<file path="config.mk">
export PLATFORM = sky130hd
export DESIGN_NAME = ecdsa_signature_der_encoder
export DESIGN_NICKNAME = d
export VERILOG_FILES = /design/src/design/edse_pkg.sv /design/src/design/edse_front.sv /design/src/design/edse_queue.sv /design/src/design/edse_back.sv /design/src/design/ecdsa_signature_der_encoder.sv
export SDC_FILE = /design/constraint.sdc
export NUM_CORES = 1
export LEC_CHECK = 0
export ABC_AREA = 1
export CAP_MARGIN = 40
export CORE_MARGIN = 2
export CORE_UTILIZATION = 45
export CTS_CLUSTER_DIAMETER = 100
export DETAILED_ROUTE_END_ITERATION = 8
export DONT_BUFFER_PORTS = 1
export SYNTH_ARGS = -nofsm -noshare
export SYNTH_HDL_FRONTEND = slang
export SYNTH_HIERARCHICAL = 1
export SYNTH_SLANG_ARGS = --single-unit
</file>
<file path="constraint.sdc">
create_clock -name clock -period 7.95 [get_ports clock]
set_clock_uncertainty 0.05 [all_clocks]
set_input_delay 0.795 -clock clock [delete_from_list [all_inputs] [get_ports clock]]
set_output_delay 0.795 -clock clock [all_outputs]
set_load 0.03 [all_outputs]
</file>
<file path="src/design/edse_pkg.sv">
// ----------------------------------------------------------------------------
// ECDSA DER encoder package
// Shared constants, descriptor and sequencer phase types.
// ----------------------------------------------------------------------------
package edse_pkg;

   localparam int KEPT_W = 7;   // holds an offset up to the largest half (64)
   localparam int LEN_W  = 8;   // short-form DER length byte

   localparam logic [7:0] TAG_SEQUENCE = 8'h30;
   localparam logic [7:0] TAG_INTEGER  = 8'h02;
   localparam logic [7:0] SIGN_MASK    = 8'h80;
   localparam logic [7:0] PAD_BYTE     = 8'h00;

   localparam logic [1:0] COUNT_ONE = 2'd1;
   localparam logic [1:0] COUNT_TWO = 2'd2;

   // One finished signature, waiting for encoding
   typedef struct packed {
      logic              bank;
      logic [KEPT_W-1:0] r_kept;
      logic              r_pad;
      logic              r_zero;
      logic [KEPT_W-1:0] s_kept;
      logic              s_pad;
      logic              s_zero;
      logic [LEN_W-1:0]  r_len;
      logic [LEN_W-1:0]  s_len;
      logic [LEN_W-1:0]  seq_len;
   } desc_type;

   typedef enum logic [3:0] {
      PH_IDLE,
      PH_SEQ_TAG,
      PH_SEQ_LEN,
      PH_R_TAG,
      PH_R_LEN,
      PH_R_PAD,
      PH_R_VAL,
      PH_S_TAG,
      PH_S_LEN,
      PH_S_PAD,
      PH_S_VAL
   } phase_type;

endpackage

</file>
<file path="src/design/edse_front.sv">
// ----------------------------------------------------------------------------
// ECDSA DER encoder front end
// Loads signature bytes into a bank, scans for leading zeros, posts a descriptor.
// ----------------------------------------------------------------------------
module edse_front #(
   parameter int HALF_BYTES = 32,
   parameter int SIG_BYTES  = 2 * HALF_BYTES,
   parameter int SIG_W      = $clog2(SIG_BYTES),
   parameter int KW         = $clog2(HALF_BYTES + 1),
   parameter int AW         = $clog2(2 * SIG_BYTES)
) (
   input  logic               clock,
   input  logic               reset,
   input  logic               in_valid,
   output logic               in_ready,
   input  logic [7:0]         in_data,
   output logic               desc_valid,
   input  logic               desc_ready,
   output edse_pkg::desc_type desc,
   output logic               wr_en,
   output logic [AW-1:0]      wr_addr,
   output logic [7:0]         wr_data
);

   logic [SIG_W-1:0] load_ff, load_in;
   logic             bank_ff, bank_in;
   logic [KW-1:0]    scan_kept_ff, scan_kept_in;
   logic             scan_found_ff, scan_found_in;
   logic             scan_pad_ff, scan_pad_in;
   logic [KW-1:0]    r_kept_ff, r_kept_in;
   logic             r_found_ff, r_found_in;
   logic             r_pad_ff, r_pad_in;

   logic             accept, in_s, half_end, is_last;
   logic [SIG_W-1:0] off_full;
   logic [KW-1:0]    offset, cur_kept;
   logic             cur_found, cur_pad;

   assign in_ready = desc_ready;
   assign accept   = in_valid && in_ready;

   always_comb begin
      in_s      = load_ff >= SIG_W'(HALF_BYTES);
      off_full  = in_s ? (load_ff - SIG_W'(HALF_BYTES)) : load_ff;
      offset    = KW'(off_full);
      half_end  = offset == KW'(HALF_BYTES - 1);
      is_last   = load_ff == SIG_W'(SIG_BYTES - 1);
      // restart the scan at the first byte of each half
      cur_found = (offset == '0) ? 1'b0 : scan_found_ff;
      cur_kept  = (offset == '0) ? '0 : scan_kept_ff;
      cur_pad   = (offset == '0) ? 1'b0 : scan_pad_ff;
      scan_found_in = cur_found;
      scan_kept_in  = cur_kept;
      scan_pad_in   = cur_pad;
      if (!cur_found) begin
         if (in_data != 8'h00) begin
            scan_found_in = 1'b1;
            scan_kept_in  = offset;
            scan_pad_in   = (in_data & edse_pkg::SIGN_MASK) != 8'h00;
         end else begin
            scan_kept_in  = offset + KW'(1);
         end
      end
      r_kept_in  = r_kept_ff;
      r_found_in = r_found_ff;
      r_pad_in   = r_pad_ff;
      if (half_end && !in_s) begin
         r_kept_in  = scan_kept_in;
         r_found_in = scan_found_in;
         r_pad_in   = scan_pad_in;
      end
      load_in = is_last ? '0 : load_ff + SIG_W'(1);
      bank_in = is_last ? !bank_ff : bank_ff;
   end

   always_ff @(posedge clock) begin
      if (reset) begin
         load_ff <= '0;
         bank_ff <= 1'b0;
      end else if (accept) begin
         load_ff <= load_in;
         bank_ff <= bank_in;
      end
   end

   always_ff @(posedge clock) begin
      if (accept) begin
         scan_kept_ff  <= scan_kept_in;
         scan_found_ff <= scan_found_in;
         scan_pad_ff   <= scan_pad_in;
         r_kept_ff     <= r_kept_in;
         r_found_ff    <= r_found_in;
         r_pad_ff      <= r_pad_in;
      end
   end

   // descriptor: R from the stored scan, S from the scan of this final byte
   always_comb begin
      desc.bank    = bank_ff;
      desc.r_kept  = edse_pkg::KEPT_W'(r_kept_ff);
      desc.r_pad   = r_pad_ff;
      desc.r_zero  = !r_found_ff;
      desc.s_kept  = edse_pkg::KEPT_W'(scan_kept_in);
      desc.s_pad   = scan_pad_in;
      desc.s_zero  = !scan_found_in;
      desc.r_len   = r_found_ff ?
                     (edse_pkg::LEN_W'(HALF_BYTES) - edse_pkg::LEN_W'(r_kept_ff)
                      + edse_pkg::LEN_W'(r_pad_ff)) : '0;
      desc.s_len   = scan_found_in ?
                     (edse_pkg::LEN_W'(HALF_BYTES) - edse_pkg::LEN_W'(scan_kept_in)
                      + edse_pkg::LEN_W'(scan_pad_in)) : '0;
      desc.seq_len = edse_pkg::LEN_W'(4) + desc.r_len + desc.s_len;
   end

   assign desc_valid = accept && is_last;
   assign wr_en      = accept;
   assign wr_addr    = AW'(load_ff) + (bank_ff ? AW'(SIG_BYTES) : AW'(0));
   assign wr_data    = in_data;

endmodule

</file>
<file path="src/design/edse_queue.sv">
// ----------------------------------------------------------------------------
// ECDSA DER encoder descriptor queue
// Two-entry queue between the load side and the encode side.
// ----------------------------------------------------------------------------
module edse_queue (
   input  logic               clock,
   input  logic               reset,
   input  logic               in_valid,
   output logic               in_ready,
   input  edse_pkg::desc_type in_desc,
   output logic               out_valid,
   input  logic               out_ready,
   output edse_pkg::desc_type out_desc
);

   edse_pkg::desc_type entry_ff [2];
   logic       wr_ptr_ff, rd_ptr_ff;
   logic [1:0] count_ff;
   logic       push, pop;

   assign in_ready  = count_ff != 2'd2;
   assign out_valid = count_ff != 2'd0;
   assign out_desc  = entry_ff[rd_ptr_ff];
   assign push      = in_valid && in_ready;
   assign pop       = out_valid && out_ready;

   always_ff @(posedge clock) begin
      if (reset) begin
         wr_ptr_ff <= 1'b0;
         rd_ptr_ff <= 1'b0;
         count_ff  <= 2'd0;
      end else begin
         if (push) wr_ptr_ff <= !wr_ptr_ff;
         if (pop)  rd_ptr_ff <= !rd_ptr_ff;
         if (push && !pop)      count_ff <= count_ff + 2'd1;
         else if (pop && !push) count_ff <= count_ff - 2'd1;
      end
   end

   always_ff @(posedge clock) begin
      if (push) entry_ff[wr_ptr_ff] <= in_desc;
   end

endmodule

</file>
<file path="src/design/edse_back.sv">
// ----------------------------------------------------------------------------
// ECDSA DER encoder back end
// Holds the two signature banks and sequences the DER bytes into pairs.
// ----------------------------------------------------------------------------
module edse_back #(
   parameter int HALF_BYTES = 32,
   parameter int SIG_BYTES  = 2 * HALF_BYTES,
   parameter int SIG_W      = $clog2(SIG_BYTES),
   parameter int AW         = $clog2(2 * SIG_BYTES)
) (
   input  logic               clock,
   input  logic               reset,
   input  logic               wr_en,
   input  logic [AW-1:0]      wr_addr,
   input  logic [7:0]         wr_data,
   input  logic               desc_valid,
   output logic               desc_pop,
   input  edse_pkg::desc_type desc,
   output logic               rsp_valid,
   input  logic               rsp_ready,
   output logic [7:0]         rsp_first,
   output logic [7:0]         rsp_second,
   output logic [1:0]         rsp_count,
   output logic               rsp_last
);

   logic [7:0] mem [2 * SIG_BYTES];
   logic [7:0] rd_ff;
   logic [AW-1:0] rd_addr;

   edse_pkg::phase_type phase_ff, phase_in;
   logic [SIG_W-1:0]    idx_ff, idx_in;

   logic       half_ff;
   logic [7:0] hold_ff;
   logic       rsp_valid_ff;
   logic [7:0] rsp_first_ff, rsp_second_ff;
   logic [1:0] rsp_count_ff;
   logic       rsp_last_ff;

   logic       producing, byte_last, out_free, advance, emit, store;
   logic [7:0] byte_val;

   assign out_free = !rsp_valid_ff || rsp_ready;

   // byte shown by the current phase
   always_comb begin
      producing = 1'b1;
      byte_last = 1'b0;
      byte_val  = edse_pkg::PAD_BYTE;
      unique case (phase_ff)
         edse_pkg::PH_IDLE:    producing = 1'b0;
         edse_pkg::PH_SEQ_TAG: byte_val  = edse_pkg::TAG_SEQUENCE;
         edse_pkg::PH_SEQ_LEN: byte_val  = desc.seq_len;
         edse_pkg::PH_R_TAG:   byte_val  = edse_pkg::TAG_INTEGER;
         edse_pkg::PH_R_LEN:   byte_val  = desc.r_len;
         edse_pkg::PH_R_PAD:   byte_val  = edse_pkg::PAD_BYTE;
         edse_pkg::PH_R_VAL:   byte_val  = rd_ff;
         edse_pkg::PH_S_TAG:   byte_val  = edse_pkg::TAG_INTEGER;
         edse_pkg::PH_S_LEN: begin
            byte_val  = desc.s_len;
            byte_last = desc.s_zero;
         end
         edse_pkg::PH_S_PAD:   byte_val  = edse_pkg::PAD_BYTE;
         edse_pkg::PH_S_VAL: begin
            byte_val  = rd_ff;
            byte_last = idx_ff == SIG_W'(SIG_BYTES - 1);
         end
         default:              producing = 1'b0;
      endcase
      // a first byte of a pair parks without needing the output register
      advance  = producing && (out_free || (!half_ff && !byte_last));
      emit     = advance && (half_ff || byte_last);
      store    = advance && !half_ff && !byte_last;
      desc_pop = advance && byte_last;
   end

   always_comb begin
      phase_in = phase_ff;
      idx_in   = idx_ff;
      unique case (phase_ff)
         edse_pkg::PH_IDLE:
            if (desc_valid) phase_in = edse_pkg::PH_SEQ_TAG;
         edse_pkg::PH_SEQ_TAG:
            if (advance) phase_in = edse_pkg::PH_SEQ_LEN;
         edse_pkg::PH_SEQ_LEN:
            if (advance) phase_in = edse_pkg::PH_R_TAG;
         edse_pkg::PH_R_TAG:
            if (advance) phase_in = edse_pkg::PH_R_LEN;
         edse_pkg::PH_R_LEN:
            if (advance) begin
               if (desc.r_zero)     phase_in = edse_pkg::PH_S_TAG;
               else if (desc.r_pad) phase_in = edse_pkg::PH_R_PAD;
               else begin
                  phase_in = edse_pkg::PH_R_VAL;
                  idx_in   = SIG_W'(desc.r_kept);
               end
            end
         edse_pkg::PH_R_PAD:
            if (advance) begin
               phase_in = edse_pkg::PH_R_VAL;
               idx_in   = SIG_W'(desc.r_kept);
            end
         edse_pkg::PH_R_VAL:
            if (advance) begin
               if (idx_ff == SIG_W'(HALF_BYTES - 1)) phase_in = edse_pkg::PH_S_TAG;
               else idx_in = idx_ff + SIG_W'(1);
            end
         edse_pkg::PH_S_TAG:
            if (advance) phase_in = edse_pkg::PH_S_LEN;
         edse_pkg::PH_S_LEN:
            if (advance) begin
               if (desc.s_zero)     phase_in = edse_pkg::PH_IDLE;
               else if (desc.s_pad) phase_in = edse_pkg::PH_S_PAD;
               else begin
                  phase_in = edse_pkg::PH_S_VAL;
                  idx_in   = SIG_W'(HALF_BYTES) + SIG_W'(desc.s_kept);
               end
            end
         edse_pkg::PH_S_PAD:
            if (advance) begin
               phase_in = edse_pkg::PH_S_VAL;
               idx_in   = SIG_W'(HALF_BYTES) + SIG_W'(desc.s_kept);
            end
         edse_pkg::PH_S_VAL:
            if (advance) begin
               if (byte_last) phase_in = edse_pkg::PH_IDLE;
               else idx_in = idx_ff + SIG_W'(1);
            end
         default: phase_in = edse_pkg::PH_IDLE;
      endcase
   end

   // read ahead: fetch the byte for the index of the coming cycle
   assign rd_addr = AW'(idx_in) + (desc.bank ? AW'(SIG_BYTES) : AW'(0));

   always_ff @(posedge clock) begin
      if (wr_en) mem[wr_addr] <= wr_data;
   end

   always_ff @(posedge clock) begin
      rd_ff <= mem[rd_addr];
   end

   always_ff @(posedge clock) begin
      if (reset) begin
         phase_ff     <= edse_pkg::PH_IDLE;
         half_ff      <= 1'b0;
         rsp_valid_ff <= 1'b0;
      end else begin
         phase_ff <= phase_in;
         if (store)     half_ff <= 1'b1;
         else if (emit) half_ff <= 1'b0;
         if (emit)           rsp_valid_ff <= 1'b1;
         else if (rsp_ready) rsp_valid_ff <= 1'b0;
      end
   end

   always_ff @(posedge clock) begin
      idx_ff <= idx_in;
      if (store) hold_ff <= byte_val;
      if (emit) begin
         rsp_first_ff  <= half_ff ? hold_ff : byte_val;
         rsp_second_ff <= half_ff ? byte_val : 8'h00;
         rsp_count_ff  <= half_ff ? edse_pkg::COUNT_TWO : edse_pkg::COUNT_ONE;
         rsp_last_ff   <= byte_last;
      end
   end

   assign rsp_valid  = rsp_valid_ff;
   assign rsp_first  = rsp_first_ff;
   assign rsp_second = rsp_second_ff;
   assign rsp_count  = rsp_count_ff;
   assign rsp_last   = rsp_last_ff;

endmodule

</file>
<file path="src/design/ecdsa_signature_der_encoder.sv">
// ----------------------------------------------------------------------------
// ECDSA signature DER encoder
// Packs a raw R||S signature into its DER SEQUENCE of two INTEGERs.
// ----------------------------------------------------------------------------
//
//   Channel   Direction  Per item                        Marker
//   req_*     in         one signature byte, R then S    -
//   rsp_*     out        one or two DER bytes            tlast on final item
//
// Flow: the load side takes one byte per cycle while req_tready is high,
//   2*HALF_BYTES bytes per signature. The encode side produces one DER byte
//   per cycle from a one-port bank read while a held result does not stall
//   it, and each result carries up to two of those bytes. Two banks let the
//   next signature load while the last one encodes.
// Reset: synchronous, clears control only; no clearing pass on the banks.
// Stalls: req_tready drops while both banks hold signatures not yet fully encoded;
//   a held result blocks the encoder only when a full pair or the closing
//   byte is ready.
//
module ecdsa_signature_der_encoder #(
   parameter int HALF_BYTES = 32
) (
   input  logic        clock,
   input  logic        reset,
   input  logic        req_tvalid,
   output logic        req_tready,
   input  logic [7:0]  req_tdata,   // [7:0] sig_byte
   output logic        rsp_tvalid,
   input  logic        rsp_tready,
   output logic [23:0] rsp_tdata,   // [7:0] first_byte, [15:8] second_byte,
                                    // [17:16] byte_count, [23:18] zero
   output logic        rsp_tlast    // last_item
);

   localparam int SIG_BYTES = 2 * HALF_BYTES;
   localparam int SIG_W     = $clog2(SIG_BYTES);
   localparam int KW        = $clog2(HALF_BYTES + 1);
   localparam int AW        = $clog2(2 * SIG_BYTES);

   edse_pkg::desc_type push_desc, head_desc;
   logic push_valid, push_ready, head_valid, head_pop;
   logic          wr_en;
   logic [AW-1:0] wr_addr;
   logic [7:0]    wr_data;
   logic [7:0]    first_byte, second_byte;
   logic [1:0]    byte_count;

   // Load side: store bytes, find the first kept byte of each half
   edse_front #(
      .HALF_BYTES (HALF_BYTES),
      .SIG_BYTES  (SIG_BYTES),
      .SIG_W      (SIG_W),
      .KW         (KW),
      .AW         (AW)
   ) u_front (
      .clock      (clock),
      .reset      (reset),
      .in_valid   (req_tvalid),
      .in_ready   (req_tready),
      .in_data    (req_tdata),
      .desc_valid (push_valid),
      .desc_ready (push_ready),
      .desc       (push_desc),
      .wr_en      (wr_en),
      .wr_addr    (wr_addr),
      .wr_data    (wr_data)
   );

   // Hold up to two finished signatures, one per bank
   edse_queue u_queue (
      .clock     (clock),
      .reset     (reset),
      .in_valid  (push_valid),
      .in_ready  (push_ready),
      .in_desc   (push_desc),
      .out_valid (head_valid),
      .out_ready (head_pop),
      .out_desc  (head_desc)
   );

   // Encode side: walk the DER layout and pair bytes into results
   edse_back #(
      .HALF_BYTES (HALF_BYTES),
      .SIG_BYTES  (SIG_BYTES),
      .SIG_W      (SIG_W),
      .AW         (AW)
   ) u_back (
      .clock      (clock),
      .reset      (reset),
      .wr_en      (wr_en),
      .wr_addr    (wr_addr),
      .wr_data    (wr_data),
      .desc_valid (head_valid),
      .desc_pop   (head_pop),
      .desc       (head_desc),
      .rsp_valid  (rsp_tvalid),
      .rsp_ready  (rsp_tready),
      .rsp_first  (first_byte),
      .rsp_second (second_byte),
      .rsp_count  (byte_count),
      .rsp_last   (rsp_tlast)
   );

   assign rsp_tdata = {6'd0, byte_count, second_byte, first_byte};

endmodule

</file>
==> out/qor.txt <==
Initial Utilization: 0.4523
WL final: 134100 um
Worst slew margin: 0.3082
Grt total ovfl: 0
Crit path DAT: 5.82 ns
Max Clk Rate: 0.1926 GHz
Clock root cell: clkbuf_16
Critical Path Start Type: flip-flop
Fin. Hold Viols: 0
Avg Synthesized Cell Area: 11.65 um2
Chip width: 339.8 um
Syn-to-layout area delta: 9.667%
Total die area: 115500 um2
Core area: 112200 um2
First-pass GRT wire length: 201700 um
Ys Warns: 6
Data required time at the worst endpoint: 8.58 ns
Post-CTS Hold Buffers: 0
Worst hold path class: input port to flip-flop
Pin count of the biggest net entering global routing: 180
Min Tclk post-route: 5.192 ns
Register area: 35150 um2
DP Wirelength: 76120 um
Post-CTS setup buffers: 0
Critical path class: flip-flop to flip-flop
RePlAce Congestion: 0.8634
Share of cells above drive strength 1: 0.08132
Peak supply drop: 0.3647 mV
Number of global-route vias before repair: 31920
Static Leak: 0.01949 uW
Filler cells: 9820
Worst-Margin Slew: 1.038 ns
CTS sink count: 1181
CTS resizes: 0
Io pins: 39
Max-cap violations: 0
Area of the multi-input gates: 13410 um2
Hold WS: 0.08164 ns
Worst-path clk slew: 0.06 ns
Pre-Repair DR Iteration Count: 5
RSZ-0062 raised after global routing: no
DIE HEIGHT: 339.8 um
CTS tree: done
Power density over cell area: 384.4 nW/um2
Via count: 33660
Vias/cell: 5.749
Initial antenna violation count: 1
Detail Route Antenna Nets: 0
Clock Path Buffers: 3
Wire per inst: 22.90 um
Synthesized area: 50740 um2
CP max FO: 78
Final Worst Setup Slack: 2.758 ns
Initial DRC Count: 3536
Clock Latency Late Sink: 0.73 ns
Std cell rows: 123
Synth Instances: 4356
Residual DRC: 0
Post-route setup TNS: 0 ns
Period utilisation layout: 0.6531
Final Net Count: 4285
Setup violators final: 0
CTS H-tree lvls: 3
CTS buffer count: 120
Gr usage total: 0.2283
Slew Limit Fails: 0
Worst Setup End Kind: flip-flop
DP Worst Slack: 2.770 ns
Status: completed
PortBufs: 0
==> state kept, by name, summed over array words and instances, names as in the netlist, 2 cells and up, named ones only <==
name                  count
u_front/scan_kept_ff      6
u_queue/count_ff          2
u_queue/entry_ff         82
u_back/rsp_count          2
u_back/mem             1024
u_back/rd_ff              8
u_back/hold_ff            8
u_back/phase_ff           4
u_front/r_kept_ff         6
u_back/idx_ff             6
u_front/load_ff           6
u_back/rsp_first          8
u_back/rsp_second         8
==> per-stage QoR <==
stage	util	power [uW]	instance area, um2	std cells
after CTS	0.4959	21430	55630	5852
after detailed placement	0.4602	15760	51630	5626
after global routing	0.4959	22460	55640	5853
after global placement	0.4580	15680	51390	5601
after floorplan	-	13240	50760	4361
final	0.4960	21390	55640	5854
==> report_power, final <==
group          internal (uW)  switching (uW)  leakage [uW]
sequential              7010             199        0.0106
combinational           2300            6200       0.00688
clock                   3330            2360       0.00197
total                  12600            8760        0.0195
==> worst paths after layout <==
| check | from | endpoint | slack [ns] | cells past startpoint |
|---|---|---|---|---|
| worst max-delay path | flip-flop | u_back/rd_ff[0] | 2.76 | 22 |
| worst min-delay path | reset | u_back/rsp_valid | 0.08 | 1 |
| worst min register to register | u_front/r_kept_ff[1] | u_queue/entry_ff[0][36] | 0.44 | 0 |
| worst max register to register | flip-flop | u_back/rd_ff[0] | 2.76 | 22 |
==> placed cells by master (no fill, tap or decap), types with 5 or more instances in the layout <==
cell and count:
a211oi_1 6, a21oi_1 30, buf_12 11, buf_4 54, bufinv_16 14, clkbuf_1 19
clkbuf_16 122, clkbuf_8 8, clkinv_1 26, clkinv_2 28, conb_1 6, dfxtp_1 31
edfxtp_1 1149, ha_1 23, inv_1 118, inv_2 12, mux2_4 38, nand2_1 822
nand2_2 9, nand2_4 8, nand3_1 1439, nand3_2 6, nand4_1 12, nor2_1 210
nor2_4 6, nor3_1 23, o21ai_0 47, o21ai_1 5, xor2_1 9
==> cell type report <==
cell class              instances  area share
inverters                     132    0.008994
clock inverters                77     0.01378
well taps                    1500     0.03373
flip-flops and latches       1181      0.6316
repair buffers                 70     0.01273
multi-input cells            2744      0.2410
diodes                          1  0.00004497
clock buffers                 149     0.05813
==> per-layer routing <==
metal	wire length [um]	track usage	share of wire
met5	0	0	0
met2	63890	0.3627	0.48
met1	56680	0.3199	0.42
met4	4706	0.08757	0.035
met3	8781	0.03170	0.066
==> worst max-delay path: stages (launching register included) <==
cell	delay [ns]
dfxtp_2	0.36
buf_4	0.61
mux2_2	0.47
nand2_1	0.08
o21ai_0	0.07
nand2_1	0.07
o21ai_0	0.08
nand2_1	0.08
nand3_1	0.07
nand2_1	0.07
inv_1	0.09
nand2_8	0.37
nand2_8	0.45
inv_4	0.68
buf_12	0.39
nand2_1	0.09
nand3_1	0.08
nand3_1	0.09
nand3_1	0.12
nand3_1	0.22
nand3_1	0.17
nand3_1	0.09
nand2_1	0.06
Power figures use the tool's default switching activity.
